$ cat src/hdl/wfp_pkg.sv
package wfp_pkg;

    // Field and register widths
    localparam int BYTE_W      = 8;
    localparam int HASH_W      = 23;
    localparam int LINE_W      = 32;
    localparam int CFG_LEN_W   = 5;
    localparam int CFG_IDX_W   = 2;
    localparam int CFG_DATA_W  = 23;

    // Default sizing
    localparam int MAX_KGRAM_DEF  = 16;
    localparam int MAX_WINDOW_DEF = 16;
    localparam int QUEUE_DEPTH    = 2;

    // Configuration register indexes
    localparam logic [CFG_IDX_W-1:0] CFG_KGRAM_LEN   = 2'd0;
    localparam logic [CFG_IDX_W-1:0] CFG_WINDOW_LEN  = 2'd1;
    localparam logic [CFG_IDX_W-1:0] CFG_DROP_WEIGHT = 2'd2;

    // Configuration reset values
    localparam logic [CFG_LEN_W-1:0]  KGRAM_RESET  = 5'd5;
    localparam logic [CFG_LEN_W-1:0]  WINDOW_RESET = 5'd4;
    localparam logic [CFG_DATA_W-1:0] DROP_RESET   = 23'd2449879;

    // Hash arithmetic
    localparam logic [HASH_W-1:0] HASH_MOD  = 23'd6999997;
    localparam logic [HASH_W-1:0] HASH_NONE = '1;
    localparam logic [31:0]       HASH_BASE = 32'd257;
    // 256 * modulus keeps the rolled value positive after the subtract
    localparam logic [31:0]       SUB_BIAS  = {9'd0, HASH_MOD} << 8;
    localparam int                RECIP_SHIFT = 40;
    localparam int                RECIP_W     = 18;
    localparam logic [RECIP_W-1:0] HASH_RECIP =
        RECIP_W'((64'd1 << RECIP_SHIFT) / {41'd0, HASH_MOD});
    localparam int                QUO_W = 10;
    localparam int                REM_W = HASH_W + 1;

    // Line counting
    localparam logic [BYTE_W-1:0] NEWLINE  = 8'h0A;
    localparam logic [LINE_W-1:0] LINE_MAX = '1;
    localparam logic [LINE_W-1:0] LINE_ONE = 32'd1;

    // One classified byte on its way from front to back end
    typedef struct packed {
        logic [LINE_W-1:0] line_no;
        logic              doc_start;
        logic              fill;
        logic              hash_valid;
        logic [BYTE_W-1:0] text_byte;
        logic [BYTE_W-1:0] old_byte;
    } t_item;

endpackage

$ cat src/hdl/wfp_ram.sv
module wfp_ram #(
    parameter int WIDTH = 8,
    parameter int DEPTH = 16
) (
    input  logic                                 i_clk,
    input  logic                                 i_we,
    input  logic [(DEPTH > 1 ? $clog2(DEPTH) : 1)-1:0] i_waddr,
    input  logic [WIDTH-1:0]                     i_wdata,
    input  logic                                 i_re,
    input  logic [(DEPTH > 1 ? $clog2(DEPTH) : 1)-1:0] i_raddr,
    output logic [WIDTH-1:0]                     o_rdata
);

    logic [WIDTH-1:0] r_mem [DEPTH];

    // Write port and registered read port, read returns old data on collision
    always_ff @(posedge i_clk) begin
        if (i_we) begin
            r_mem[i_waddr] <= i_wdata;
        end
        if (i_re) begin
            o_rdata <= r_mem[i_raddr];
        end
    end

endmodule

$ cat src/hdl/wfp_queue.sv
module wfp_queue (
    input  logic          i_clk,
    input  logic          i_rst_n,
    input  logic          i_push,
    input  wfp_pkg::t_item i_item,
    output logic          o_full,
    input  logic          i_pop,
    output wfp_pkg::t_item o_item,
    output logic          o_empty
);

    import wfp_pkg::*;

    localparam int QW = (QUEUE_DEPTH > 1) ? $clog2(QUEUE_DEPTH) : 1;
    localparam int CW = $clog2(QUEUE_DEPTH + 1);

    t_item          r_mem [QUEUE_DEPTH];
    logic [QW-1:0]  r_wr;
    logic [QW-1:0]  r_rd;
    logic [CW-1:0]  r_cnt;
    logic [QW-1:0]  n_wr;
    logic [QW-1:0]  n_rd;
    logic [CW-1:0]  n_cnt;

    assign o_full  = (r_cnt == CW'(QUEUE_DEPTH));
    assign o_empty = (r_cnt == '0);
    assign o_item  = r_mem[r_rd];

    // Advance pointers and occupancy
    always_comb begin
        n_wr  = r_wr;
        n_rd  = r_rd;
        n_cnt = r_cnt;
        if (i_push) begin
            n_wr = (r_wr == QW'(QUEUE_DEPTH - 1)) ? '0 : r_wr + QW'(1);
        end
        if (i_pop) begin
            n_rd = (r_rd == QW'(QUEUE_DEPTH - 1)) ? '0 : r_rd + QW'(1);
        end
        if (i_push && !i_pop) begin
            n_cnt = r_cnt + CW'(1);
        end else if (i_pop && !i_push) begin
            n_cnt = r_cnt - CW'(1);
        end
    end

    always_ff @(posedge i_clk) begin
        if (!i_rst_n) begin
            r_wr  <= '0;
            r_rd  <= '0;
            r_cnt <= '0;
        end else begin
            r_wr  <= n_wr;
            r_rd  <= n_rd;
            r_cnt <= n_cnt;
        end
    end

    // Store entries
    always_ff @(posedge i_clk) begin
        if (i_push) begin
            r_mem[r_wr] <= i_item;
        end
    end

endmodule

$ cat src/hdl/wfp_front.sv
module wfp_front #(
    parameter int MAX_KGRAM = wfp_pkg::MAX_KGRAM_DEF
) (
    input  logic                               i_clk,
    input  logic                               i_rst_n,
    input  logic                               i_valid,
    output logic                               o_stall,
    input  logic [wfp_pkg::BYTE_W-1:0]         i_text_byte,
    input  logic                               i_doc_start,
    input  logic [$clog2(MAX_KGRAM + 1)-1:0]   i_kgram_len,
    input  logic                               i_q_full,
    output logic                               o_q_push,
    output wfp_pkg::t_item                     o_item
);

    import wfp_pkg::*;

    localparam int KW  = $clog2(MAX_KGRAM + 1);
    localparam int HPW = (MAX_KGRAM > 1) ? $clog2(MAX_KGRAM) : 1;
    localparam int AW  = KW + 1;

    logic [KW-1:0]     r_bs;
    logic [HPW-1:0]    r_hp;
    logic [LINE_W-1:0] r_line;
    logic              r_stg_valid;
    t_item             r_stg;

    logic [KW-1:0]     n_bs;
    logic [HPW-1:0]    n_hp;
    logic [LINE_W-1:0] n_line;
    logic              n_stg_valid;
    t_item             n_stg;

    logic              accept;
    logic [KW-1:0]     bs_eff;
    logic [HPW-1:0]    hp_eff;
    logic [LINE_W-1:0] line_eff;
    logic              fill;
    logic [AW-1:0]     old_sum;
    logic [HPW-1:0]    old_addr;
    logic [BYTE_W-1:0] ram_rdata;

    assign o_stall  = r_stg_valid && i_q_full;
    assign accept   = i_valid && !o_stall;
    assign o_q_push = r_stg_valid && !i_q_full;

    // Hand the staged byte on with the outgoing byte from history
    always_comb begin
        o_item          = r_stg;
        o_item.old_byte = ram_rdata;
    end

    // Classify the incoming byte against the running document state
    always_comb begin
        bs_eff   = i_doc_start ? '0 : r_bs;
        hp_eff   = i_doc_start ? '0 : r_hp;
        line_eff = i_doc_start ? LINE_ONE : r_line;
        fill     = (bs_eff < i_kgram_len);

        old_sum = AW'(hp_eff) + AW'(MAX_KGRAM) - AW'(i_kgram_len);
        if (old_sum >= AW'(MAX_KGRAM)) begin
            old_addr = HPW'(old_sum - AW'(MAX_KGRAM));
        end else begin
            old_addr = HPW'(old_sum);
        end

        n_bs        = r_bs;
        n_hp        = r_hp;
        n_line      = r_line;
        n_stg_valid = r_stg_valid;
        n_stg       = r_stg;
        if (o_q_push) begin
            n_stg_valid = 1'b0;
        end
        if (accept) begin
            n_stg_valid = 1'b1;
            n_bs        = fill ? bs_eff + KW'(1) : bs_eff;
            n_hp        = (hp_eff == HPW'(MAX_KGRAM - 1)) ? '0 : hp_eff + HPW'(1);
            n_line      = (i_text_byte == NEWLINE && line_eff != LINE_MAX) ?
                          line_eff + LINE_W'(1) : line_eff;
            n_stg.line_no     = n_line;
            n_stg.doc_start   = i_doc_start;
            n_stg.fill        = fill;
            n_stg.hash_valid  = !fill || (bs_eff + KW'(1) == i_kgram_len);
            n_stg.text_byte   = i_text_byte;
            n_stg.old_byte    = '0;
        end
    end

    always_ff @(posedge i_clk) begin
        if (!i_rst_n) begin
            r_bs        <= '0;
            r_hp        <= '0;
            r_line      <= LINE_ONE;
            r_stg_valid <= 1'b0;
        end else begin
            r_bs        <= n_bs;
            r_hp        <= n_hp;
            r_line      <= n_line;
            r_stg_valid <= n_stg_valid;
        end
    end

    always_ff @(posedge i_clk) begin
        r_stg <= n_stg;
    end

    // Byte history: fetch the byte leaving the k-gram, store the new one
    wfp_ram #(
        .WIDTH (BYTE_W),
        .DEPTH (MAX_KGRAM)
    ) u_history (
        .i_clk   (i_clk),
        .i_we    (accept),
        .i_waddr (hp_eff),
        .i_wdata (i_text_byte),
        .i_re    (accept),
        .i_raddr (old_addr),
        .o_rdata (ram_rdata)
    );

endmodule

$ cat src/hdl/wfp_back.sv
module wfp_back #(
    parameter int MAX_WINDOW = wfp_pkg::MAX_WINDOW_DEF
) (
    input  logic                               i_clk,
    input  logic                               i_rst_n,
    input  logic                               i_q_empty,
    output logic                               o_q_pop,
    input  wfp_pkg::t_item                     i_item,
    input  logic [$clog2(MAX_WINDOW + 1)-1:0]  i_window_len,
    input  logic [wfp_pkg::HASH_W-1:0]         i_drop_weight,
    output logic                               o_valid,
    input  logic                               i_stall,
    output logic [wfp_pkg::HASH_W-1:0]         o_fingerprint,
    output logic [wfp_pkg::LINE_W-1:0]         o_line_number
);

    import wfp_pkg::*;

    localparam int WW = $clog2(MAX_WINDOW + 1);
    localparam int PW = (MAX_WINDOW > 1) ? $clog2(MAX_WINDOW) : 1;
    localparam int PRODW = 32 + RECIP_W;

    typedef enum logic [5:0] {
        ST_IDLE = 6'b000001,
        ST_QUO  = 6'b000010,
        ST_REM  = 6'b000100,
        ST_RED  = 6'b001000,
        ST_WIN  = 6'b010000,
        ST_SCAN = 6'b100000
    } t_state;

    t_state              r_state;
    t_item               r_item;
    logic [31:0]         r_v;
    logic [QUO_W-1:0]    r_q;
    logic [REM_W-1:0]    r_rem;
    logic [HASH_W-1:0]   r_hash;
    logic [PW-1:0]       r_wp;
    logic [PW-1:0]       r_mp;
    logic [MAX_WINDOW-1:0] r_wvalid;
    logic [PW-1:0]       r_sidx;
    logic [WW-1:0]       r_scnt;
    logic [HASH_W-1:0]   r_best;
    logic [PW-1:0]       r_bpos;
    logic                r_out_valid;
    logic [HASH_W-1:0]   r_fp;
    logic [LINE_W-1:0]   r_line;

    t_state              n_state;
    logic [HASH_W-1:0]   n_hash;
    logic [PW-1:0]       n_wp;
    logic [PW-1:0]       n_mp;
    logic [MAX_WINDOW-1:0] n_wvalid;
    logic [PW-1:0]       n_sidx;
    logic [WW-1:0]       n_scnt;
    logic [HASH_W-1:0]   n_best;
    logic [PW-1:0]       n_bpos;
    logic                n_out_valid;

    logic [HASH_W-1:0]   hash_eff;
    logic [31:0]         sub;
    logic [31:0]         v_n;
    logic [PRODW-1:0]    prod;
    logic [31:0]         qm;
    logic [HASH_W-1:0]   h_red;
    logic                wp_over;
    logic                mp_over;
    logic [PW-1:0]       wp_inc;
    logic [PW-1:0]       sidx_inc;
    logic [HASH_W-1:0]   win_val;
    logic [HASH_W-1:0]   scan_val;
    logic                take;
    logic [HASH_W-1:0]   best_n;
    logic [PW-1:0]       bpos_n;
    logic                out_free;
    logic                emit;
    logic [HASH_W-1:0]   emit_val;

    logic                ram_we;
    logic [PW-1:0]       ram_waddr;
    logic                ram_re;
    logic [PW-1:0]       ram_raddr;
    logic [HASH_W-1:0]   ram_rdata;

    assign o_valid       = r_out_valid;
    assign o_fingerprint = r_fp;
    assign o_line_number = r_line;
    assign out_free      = !r_out_valid || !i_stall;

    // Hash datapath: roll, estimate quotient, take remainder, final correction
    always_comb begin
        hash_eff = i_item.doc_start ? '0 : r_hash;
        sub      = i_item.fill ? '0 : 32'(i_item.old_byte) * 32'(i_drop_weight);
        v_n      = 32'(hash_eff) * HASH_BASE + 32'(i_item.text_byte) + SUB_BIAS - sub;
        prod     = PRODW'(r_v) * PRODW'(HASH_RECIP);
        qm       = 32'(r_q) * 32'(HASH_MOD);
        if (r_rem >= REM_W'(HASH_MOD)) begin
            h_red = HASH_W'(r_rem - REM_W'(HASH_MOD));
        end else begin
            h_red = r_rem[HASH_W-1:0];
        end
    end

    // Window pointer arithmetic and compare of the scan step
    always_comb begin
        wp_over  = (WW'(r_wp) >= i_window_len);
        mp_over  = (WW'(r_mp) >= i_window_len);
        wp_inc   = (WW'(r_wp) + WW'(1) == i_window_len) ? '0 : r_wp + PW'(1);
        sidx_inc = (WW'(r_sidx) + WW'(1) == i_window_len) ? '0 : r_sidx + PW'(1);
        win_val  = r_wvalid[r_mp] ? ram_rdata : HASH_NONE;
        scan_val = r_wvalid[r_sidx] ? ram_rdata : HASH_NONE;
        take     = (scan_val <= r_best);
        best_n   = take ? scan_val : r_best;
        bpos_n   = take ? r_sidx : r_bpos;
    end

    // Sequencer
    always_comb begin
        n_state   = r_state;
        n_hash    = r_hash;
        n_wp      = r_wp;
        n_mp      = r_mp;
        n_wvalid  = r_wvalid;
        n_sidx    = r_sidx;
        n_scnt    = r_scnt;
        n_best    = r_best;
        n_bpos    = r_bpos;
        o_q_pop   = 1'b0;
        emit      = 1'b0;
        emit_val  = r_hash;
        ram_we    = 1'b0;
        ram_waddr = wp_inc;
        ram_re    = 1'b0;
        ram_raddr = r_mp;

        case (r_state)
            ST_IDLE: begin
                if (!i_q_empty) begin
                    o_q_pop = 1'b1;
                    n_state = ST_QUO;
                    if (i_item.doc_start) begin
                        n_wp     = '0;
                        n_mp     = '0;
                        n_wvalid = '0;
                    end
                end
            end
            ST_QUO: begin
                n_state = ST_REM;
            end
            ST_REM: begin
                n_state = ST_RED;
            end
            ST_RED: begin
                n_hash = h_red;
                if (!r_item.hash_valid) begin
                    n_state = ST_IDLE;
                end else if (wp_over || mp_over) begin
                    // Fold pointers left beyond a shortened window
                    if (wp_over) begin
                        n_wp = PW'(WW'(r_wp) - i_window_len);
                    end
                    if (mp_over) begin
                        n_mp = PW'(WW'(r_mp) - i_window_len);
                    end
                end else begin
                    ram_we           = 1'b1;
                    ram_waddr        = wp_inc;
                    n_wvalid[wp_inc] = 1'b1;
                    ram_re           = 1'b1;
                    ram_raddr        = r_mp;
                    n_wp             = wp_inc;
                    n_state          = ST_WIN;
                end
            end
            ST_WIN: begin
                if (r_mp == r_wp) begin
                    // Minimum was overwritten: rescan from the oldest entry
                    ram_re    = 1'b1;
                    ram_raddr = wp_inc;
                    n_sidx    = wp_inc;
                    n_scnt    = i_window_len;
                    n_best    = HASH_NONE;
                    n_state   = ST_SCAN;
                end else if (r_hash <= win_val) begin
                    if (out_free) begin
                        emit     = 1'b1;
                        emit_val = r_hash;
                        n_mp     = r_wp;
                        n_state  = ST_IDLE;
                    end
                end else begin
                    n_state = ST_IDLE;
                end
            end
            ST_SCAN: begin
                if (r_scnt == WW'(1)) begin
                    if (out_free) begin
                        emit     = 1'b1;
                        emit_val = best_n;
                        n_mp     = bpos_n;
                        n_state  = ST_IDLE;
                    end
                end else begin
                    n_best    = best_n;
                    n_bpos    = bpos_n;
                    n_sidx    = sidx_inc;
                    ram_re    = 1'b1;
                    ram_raddr = sidx_inc;
                    n_scnt    = r_scnt - WW'(1);
                end
            end
            default: begin
                n_state = ST_IDLE;
            end
        endcase

        if (emit) begin
            n_out_valid = 1'b1;
        end else if (r_out_valid && !i_stall) begin
            n_out_valid = 1'b0;
        end else begin
            n_out_valid = r_out_valid;
        end
    end

    always_ff @(posedge i_clk) begin
        if (!i_rst_n) begin
            r_state     <= ST_IDLE;
            r_hash      <= '0;
            r_wp        <= '0;
            r_mp        <= '0;
            r_wvalid    <= '0;
            r_out_valid <= 1'b0;
        end else begin
            r_state     <= n_state;
            r_hash      <= n_hash;
            r_wp        <= n_wp;
            r_mp        <= n_mp;
            r_wvalid    <= n_wvalid;
            r_out_valid <= n_out_valid;
        end
    end

    // Datapath and result payload
    always_ff @(posedge i_clk) begin
        if (o_q_pop) begin
            r_item <= i_item;
            r_v    <= v_n;
        end
        r_q    <= prod[RECIP_SHIFT +: QUO_W];
        r_rem  <= REM_W'(r_v - qm);
        r_sidx <= n_sidx;
        r_scnt <= n_scnt;
        r_best <= n_best;
        r_bpos <= n_bpos;
        if (emit) begin
            r_fp   <= emit_val;
            r_line <= r_item.line_no;
        end
    end

    // Window of hashes; entries without a valid bit read as empty
    wfp_ram #(
        .WIDTH (HASH_W),
        .DEPTH (MAX_WINDOW)
    ) u_window (
        .i_clk   (i_clk),
        .i_we    (ram_we),
        .i_waddr (ram_waddr),
        .i_wdata (h_red),
        .i_re    (ram_re),
        .i_raddr (ram_raddr),
        .o_rdata (ram_rdata)
    );

endmodule

$ cat src/hdl/winnowing_fingerprint.sv
// Winnowing fingerprint generator, one document byte per transaction.
// Input channel (i_valid / o_stall): i_text_byte with i_doc_start, which
// restarts hash, window, byte count and line number ahead of that byte.
// Output channel (o_valid / i_stall): o_fingerprint with o_line_number,
// zero or one transaction per input byte, in input order.
// Config channel (i_cfg_valid / o_cfg_ready, always ready): i_cfg_index
// selects k-gram length, window length or drop weight; write while idle.
// The back end handles one byte at a time: a byte still filling the first
// k-gram passes its pop, quotient, remainder and reduction states, a hashing
// byte then also the window compare, and the window is rescanned entry by
// entry when its minimum is overwritten. The modular reduction chain (two
// multiplies and a correction) and the single read port of the window RAM
// set this sequence. After the window is shortened, the next hashing byte
// first folds its pointers back into range. A two-entry queue lets the front
// keep taking bytes while the back end works; o_stall rises when it fills.
// A stalled result holds in the output register; the back end continues
// until it has a further result to present. Reset restores the register
// defaults and an empty document, and needs no clearing pass.
module winnowing_fingerprint #(
    parameter int MAX_KGRAM  = wfp_pkg::MAX_KGRAM_DEF,
    parameter int MAX_WINDOW = wfp_pkg::MAX_WINDOW_DEF
) (
    input  logic                            i_clk,
    input  logic                            i_rst_n,
    input  logic                            i_valid,
    output logic                            o_stall,
    input  logic [wfp_pkg::BYTE_W-1:0]      i_text_byte,
    input  logic                            i_doc_start,
    output logic                            o_valid,
    input  logic                            i_stall,
    output logic [wfp_pkg::HASH_W-1:0]      o_fingerprint,
    output logic [wfp_pkg::LINE_W-1:0]      o_line_number,
    input  logic                            i_cfg_valid,
    output logic                            o_cfg_ready,
    input  logic [wfp_pkg::CFG_IDX_W-1:0]   i_cfg_index,
    input  logic [wfp_pkg::CFG_DATA_W-1:0]  i_cfg_data
);

    import wfp_pkg::*;

    localparam int KW = $clog2(MAX_KGRAM + 1);
    localparam int WW = $clog2(MAX_WINDOW + 1);

    logic [CFG_LEN_W-1:0] r_kgram_len;
    logic [CFG_LEN_W-1:0] r_window_len;
    logic [HASH_W-1:0]    r_drop_weight;

    logic [KW-1:0]        kgram_eff;
    logic [WW-1:0]        window_eff;
    logic                 q_push;
    logic                 q_pop;
    logic                 q_full;
    logic                 q_empty;
    t_item                q_in;
    t_item                q_out;

    assign o_cfg_ready = 1'b1;

    // Register writes; drop weight is kept reduced below the modulus
    always_ff @(posedge i_clk) begin
        if (!i_rst_n) begin
            r_kgram_len   <= KGRAM_RESET;
            r_window_len  <= WINDOW_RESET;
            r_drop_weight <= DROP_RESET;
        end else if (i_cfg_valid && o_cfg_ready) begin
            case (i_cfg_index)
                CFG_KGRAM_LEN: begin
                    r_kgram_len <= i_cfg_data[CFG_LEN_W-1:0];
                end
                CFG_WINDOW_LEN: begin
                    r_window_len <= i_cfg_data[CFG_LEN_W-1:0];
                end
                CFG_DROP_WEIGHT: begin
                    r_drop_weight <= (i_cfg_data >= HASH_MOD) ?
                                     i_cfg_data - HASH_MOD : i_cfg_data;
                end
                default: begin
                end
            endcase
        end
    end

    // Clamp lengths into their supported range
    always_comb begin
        if (r_kgram_len == '0) begin
            kgram_eff = KW'(1);
        end else if (int'(r_kgram_len) > MAX_KGRAM) begin
            kgram_eff = KW'(MAX_KGRAM);
        end else begin
            kgram_eff = KW'(r_kgram_len);
        end

        if (r_window_len == '0) begin
            window_eff = WW'(1);
        end else if (int'(r_window_len) > MAX_WINDOW) begin
            window_eff = WW'(MAX_WINDOW);
        end else begin
            window_eff = WW'(r_window_len);
        end
    end

    wfp_front #(
        .MAX_KGRAM (MAX_KGRAM)
    ) u_front (
        .i_clk       (i_clk),
        .i_rst_n     (i_rst_n),
        .i_valid     (i_valid),
        .o_stall     (o_stall),
        .i_text_byte (i_text_byte),
        .i_doc_start (i_doc_start),
        .i_kgram_len (kgram_eff),
        .i_q_full    (q_full),
        .o_q_push    (q_push),
        .o_item      (q_in)
    );

    wfp_queue u_queue (
        .i_clk   (i_clk),
        .i_rst_n (i_rst_n),
        .i_push  (q_push),
        .i_item  (q_in),
        .o_full  (q_full),
        .i_pop   (q_pop),
        .o_item  (q_out),
        .o_empty (q_empty)
    );

    wfp_back #(
        .MAX_WINDOW (MAX_WINDOW)
    ) u_back (
        .i_clk         (i_clk),
        .i_rst_n       (i_rst_n),
        .i_q_empty     (q_empty),
        .o_q_pop       (q_pop),
        .i_item        (q_out),
        .i_window_len  (window_eff),
        .i_drop_weight (r_drop_weight),
        .o_valid       (o_valid),
        .i_stall       (i_stall),
        .o_fingerprint (o_fingerprint),
        .o_line_number (o_line_number)
    );

endmodule
$ cat config.mk
export PLATFORM = sky130hd
export DESIGN_NAME = winnowing_fingerprint
export DESIGN_NICKNAME = d
export VERILOG_FILES = /design/src/hdl/wfp_pkg.sv /design/src/hdl/wfp_ram.sv /design/src/hdl/wfp_queue.sv /design/src/hdl/wfp_front.sv /design/src/hdl/wfp_back.sv /design/src/hdl/winnowing_fingerprint.sv
export SDC_FILE = /design/constraint.sdc
export NUM_CORES = 2
export LEC_CHECK = 0
export ABC_CLOCK_PERIOD_IN_PS = 12490
export BUFFER_PORTS_ARGS = -buffer_cell sky130_fd_sc_hd__buf_4
export CORE_MARGIN = 2
export CORE_UTILIZATION = 54
export DETAILED_ROUTE_END_ITERATION = 10
export PLACE_DENSITY = 0.72
export SETUP_SLACK_MARGIN = 0.02
export SLEW_MARGIN = 20
export SYNTH_ARGS = -nofsm -noshare
export SYNTH_HDL_FRONTEND = slang
export SYNTH_SLANG_ARGS = --single-unit
$ cat constraint.sdc
create_clock -name i_clk -period 12.49 [get_ports i_clk]
set_clock_uncertainty 0.2 [all_clocks]
set_input_delay 1.249 -clock i_clk [delete_from_list [all_inputs] [get_ports i_clk]]
set_output_delay 1.249 -clock i_clk [all_outputs]
set_load 0.01 [all_outputs]
# Word level (Yosys, flattened, before mapping)
# Memories as Yosys holds them, arrays and structs flattened. A register that Yosys moved wholly into a read port is not among the register bits.
# Index checks and enable logic that the tools add are counted.
totals:
  register_bits: 366
  latch_bits: 0
  ram_bits: 598
  mem_bits_ro: 0
  word_cells: 246
  n_memories: 3
memory_table:
  columns: ["name", "words", "width", "read_ports", "rd_clocked_by_memory_dff", "write_ports", "line_no", "source"]
  rows:
  - ["u_back.u_window.r_mem", 16, 23, 1, 1, 1, "wfp_ram.sv:14", "logic [WIDTH-1:0] r_mem [DEPTH];"]
  - ["u_front.u_history.r_mem", 16, 8, 1, 1, 1, "wfp_ram.sv:14", null]
  - ["u_queue.r_mem", 2, 51, 1, 1, 1, "wfp_queue.sv:17", "t_item r_mem [QUEUE_DEPTH];"]
op_classes:
  addsub: 23
  multipliers: 4
  div_mod_pow: 0
  n_lt_le_gt_ge: 14
  eq_ne: 32
  shifts: 0
  mux: 99
  n_bitwise: 2
  reduce_logical: 37
op_table:
  columns: ["operator", "count"]
  rows:
  - ["$mux W23", 11]
  - ["$mux W4", 23]
  - ["$mux W16", 4]
  - ["$mux W32", 2]
  - ["$mul A32 B18 Y50 const B", 1]
  - ["$le A23 B23 Y1", 2]
  - ["$pmux W23 S2", 1]
  - ["$sub A23 B23 Y23 const B", 2]
  - ["$mux W6", 7]
  - ["$mux W5", 8]
  - ["$pmux W6 S6", 1]
  - ["$add A32 B1 Y32 const B", 1]
  - ["$add A32 B31 Y32 const B", 1]
  - ["$add A32 B8 Y32", 1]
  - ["$mul A23 B9 Y32 const B", 1]
  - ["$ne A32 B32 Y1 const B", 1]
  - ["$pmux W16 S2", 1]
  - ["$sub A32 B32 Y32", 1]
  - ["$mul A8 B23 Y31", 1]
  - ["$mux W31", 1]
  - ["$mux W1", 28]
  - ["$ge A24 B23 Y1 const B", 1]
  - ["$mul A10 B23 Y24 const B", 1]
  - ["$pmux W4 S2", 3]
  - ["other kinds (56)", 107]

# Logic depth before layout (Yosys ltp)
logic_depth:
  depth_word: 13
  mapped_depth: 41
  ltp_nobuf: 38

# Cells and area by module
# A second synthesis with hierarchy kept.
unflattened:
  cells_unflattened: 5167
  hier_area_um2: 63365.8
by_module_without_submodules:
  columns: ["module", "instances", "cells_each", "area_per_inst_um2"]
  rows:
  - ["wfp_back", 1, 3409, 32992.9]
  - ["wfp_ram (u_back.u_window)", 1, 608, 14538.9]
  - ["wfp_ram (u_front.u_history)", 1, 229, 5227.5]
  - ["wfp_front", 1, 507, 4782.1]
  - ["wfp_queue", 1, 181, 3893.7]
  - ["winnowing_fingerprint", 1, 233, 1930.6]

# Worst setup path before layout
# Ideal clock, no wire load.
synth_path:
  path_kind: "reg2reg"
  from: "register with a tool-made name"
  to: "register u_back.r_v[31] (data pin)"
  setup_ps: 260
  arrival_ps: 9034
  required_time_ps: 12030
  setup_slack_ps: 2996
  stages_incl_launch_ff: 38
  path_buffers: 3
  cell_sequence: "dfxtp_1 > clkbuf_1 > clkbuf_1 > mux2i_1 > clkbuf_1 > nor2b_1 > fa_1 > fa_1 > fa_1 > inv_1 > fa_1 > inv_1 > ha_1 > nand3_1 > o221ai_1 > a221o_1 > a31o_2 > a221oi_2 > [... 2 more ...] > nor2_1 > ha_1 > inv_1 > ha_1 > ha_1 > fa_1 > ha_1 > ha_1 > a21o_1 > a21o_1 > a21oi_1 > o31ai_1 > a21oi_1 > o21ai_0 > nor3_1 > o21bai_1 > a21oi_1 > xnor2_1"
synth_lines:
  columns: ["item", "line_no", "source"]
  rows:
  - ["end signal, assigned", "wfp_back.sv:249", "r_v <= v_n;"]
  - ["end, declared", "wfp_back.sv:34", "logic [31:0] r_v;"]

==> key figures <==
Clock tree
  – Worst-skew pair later-pin latency: between 0.6 and 0.7 ns
  – H-tree levels: 3
  – # Post-CTS Setup Buffers: 0
  – Clock sink count: between 900 and 1k
  – Root Driver: clkbuf_16
  – Inserted Clock Buffers: 100
  – CTS tree: built
  – Register clock-pin slew on the reported worst setup and hold paths: 0.06 ns
  – Clock Path Buffers: 3
  – Post-cts resize count: 0
  – Cts hold-fix bufs: 0

Finish
  – Commonest non-fill, non-tap cell in the layout: edfxtp_1
  – Fillcell total: 8952
  – Area of the multi-input gates: approximately 31000 um^2
  – Area growth syn-to-layout: 9.94%
  – Commonest non-fill, non-tap cells in the layout: edfxtp_1, inv_1, ha_1
  – Register Area: 28200 um^2
  – N_diodes: 0
  – Layout cells sized above 1: a little under an eighth
  – Fin nets: 6133
  – Post-layout util: approximately three fifths

Synthesis
  – Post-synthesis instance area: ~62000 um^2
  – Mux cell area share after synthesis: 6.67%
  – Cell variety after synth: just under 100
  – Ys Warns: 0
  – Fraction of the mapped netlist area in adder cells: between 20% and 30%
  – Largest family of logic cells by synthesized area: adder cells
  – Synth Area in XOR/XNOR: under 10%
  – Synth async-reset ratio: 0%
  – EDFF count, synth: 828
  – Syn Nets: around 6.0k
  – Syn Inst Count: 5007
  – FF+latch count, synth: around 1000
  – Compound-cell area share of the yosys netlist: between 6 and 7%
  – Syn Area/Cell: around 12 um^2
  – Ys flop type: edfxtp_1
  – Post-synthesis simple-gate area fraction: roughly 8.6%
  – Register area share after synthesis: between 40% and 50%

GRT
  – Number of global-route vias before repair: 39.2k
  – Total grt overflow: 0
  – Initial antenna violation count: 3
  – Largest net degree at the start of global routing: 67
  – Total GRT Usage: roughly a quarter
  – Global-route wire length before repair: around 220000 um

Setup path
  – CP Launch Type: register
  – Most used cell, CP: ha_1
  – Kind of critical path: reg2reg
  – Critical path arrival: 10.14 ns
  – Critical path's largest stage delay: 0.56 ns
  – Crit path max fanout: 23
  – WP buf/inv: 3
  – CP endpoint kind: register
  – Crit path max-delay family: adder cells
  – Required time of the worst setup path: approximately 13 ns
  – Slowest cell on the critical path: mux2_2

STA
  – Pins Over Slew Limit: 0
  – Relative max-transition margin: around a quarter
  – Final period util: 79.4%
  – Tmin final: about 9.9 ns
  – Fmax: approximately 100 MHz
  – RSZ-0062 raised after global routing: no
  – Finish-stage setup viols: 0
  – Fin worst setup slack: between 2 and 3 ns
  – Hold_ws: approximately 0.22 ns
  – Final TNS setup: 0 ns
  – Worst Tran Pin Value: 1.11 ns
  – Final Hold Fails: 0

Status
  – Status: finished clean

Detailed routing
  – Residual DRC count: 0
  – Initial DRC count: roughly 3.2k
  – WL final: between 100000 and 150000 um
  – Pre-Repair DR Iteration Count: 5
  – Antenna Nets Post-Route: 0
  – WL/cell: 21.0 um
  – Total number of vias: approximately 38k
  – Vias per inst: between 5 and 6

Placed design
  – Place WS: between 2 and 3 ns
  – Final Wtd Congestion: 0.892
  – DP HPWL: between 90000 and 100000 um
  – Port Buffers: between 90 and 100

Min path
  – Worst hold path type: reg2reg

Die
  – IO Count: 97
  – Die W: roughly 340 um
  – Initial Utilization: between 50% and 60%
  – Die height: approximately 340 um
  – Core area: roughly 110000 um^2
  – Row count: about 120
  – Die area: between 100000 and 150000 um^2

Run
  – MaxCap Viol Count: 0
## through the flow
step	area, um^2	std cells
after CTS	68300	6730
after detailed placement	64700	6540
after global routing	68300	6731
after floorplan	62100	5007
after global placement	64700	6540
final	68300	6731
## path summary, 6_finish.rpt
check | from | endpoint | slack, ns | cells after the start
worst min-delay path | u_back.r_item[24] | u_back.o_line_number[5] | 0.22 | 0
worst min register to register | u_back.r_item[24] | u_back.o_line_number[5] | 0.22 | 0
worst max register to register | register | u_back.r_v[31] | 2.57 | 34
worst max-delay path | register | u_back.r_v[31] | 2.57 | 34
## registers in the layout (all words and copies together), names as in the netlist, 5 cells and up, named ones only
signal	flops
u_back.r_wvalid	16
r_kgram_len	5
u_back.r_best	23
u_back.o_line_number	32
u_back.r_v	32
r_drop_weight	23
u_back.r_scnt	5
u_front.o_item	43
u_back.r_hash	23
u_front.r_line	32
u_back.u_window.r_mem	368
u_front.r_bs	5
u_front.u_history.r_mem	128
u_back.r_q	10
u_back.r_item	33
u_back.r_state	6
u_back.r_rem	24
u_queue.r_mem	102
u_back.u_window.o_rdata	23
u_back.o_fingerprint	23
r_window_len	5
u_front.u_history.o_rdata	8
## routing by layer
layer  vias to the layer above  GRT usage, %  routed length, um
li1                      17600             -                  -
met1                     19300          34.3              60700
met2                      1155          39.7              67600
met3                       206          3.85               9340
met4                         2          6.73               3650
met5                         -             0                 14
## cell usage after synthesis (all sizes together) (26+ instances only)
cell | n | share of area [%]
buf | 58 | 0.64
fa | 406 | 13
clkbuf | 84 | 0.51
o21a | 39 | 0.47
nor2 | 299 | 1.8
nand2 | 284 | 1.7
a211oi | 26 | 0.32
nand3 | 61 | 0.51
dfxtp | 168 | 5.4
nor3 | 51 | 0.41
a21oi | 182 | 1.5
a21o | 59 | 0.71
and3 | 26 | 0.26
nor2b | 108 | 1.1
edfxtp | 828 | 40
xnor2 | 110 | 1.6
a22oi | 60 | 0.72
ha | 557 | 11
and2 | 97 | 0.98
mux2 | 53 | 0.96
mux4 | 133 | 4.9
nand2b | 58 | 0.58
mux2i | 50 | 0.81
xor2 | 87 | 1.3
nand4 | 30 | 0.30
inv | 762 | 4.6
o21ai | 139 | 1.1
## cells by family after synthesis
logic type	count (synthesis)
adders and majority gates	963
buffers and inverters	905
DFF	996
AOI/OAI and AO/OA	626
other	1
muxes	236
xor gates and xnor gates	197
and+or+nand+nor	1083
## layout make-up
class | count | share of cell area [%]
well taps | 1512 | 2.77
clock buffers | 115 | 3.84
flip-flops and latches | 996 | 41.3
inverters | 763 | 4.19
multi-input cells | 3106 | 44.7
clock inverters | 75 | 1.37
repair buffers | 164 | 1.83
Power is not shown: default switching activity piles up to over one toggle a cycle in this logic, so the estimate is an artifact.
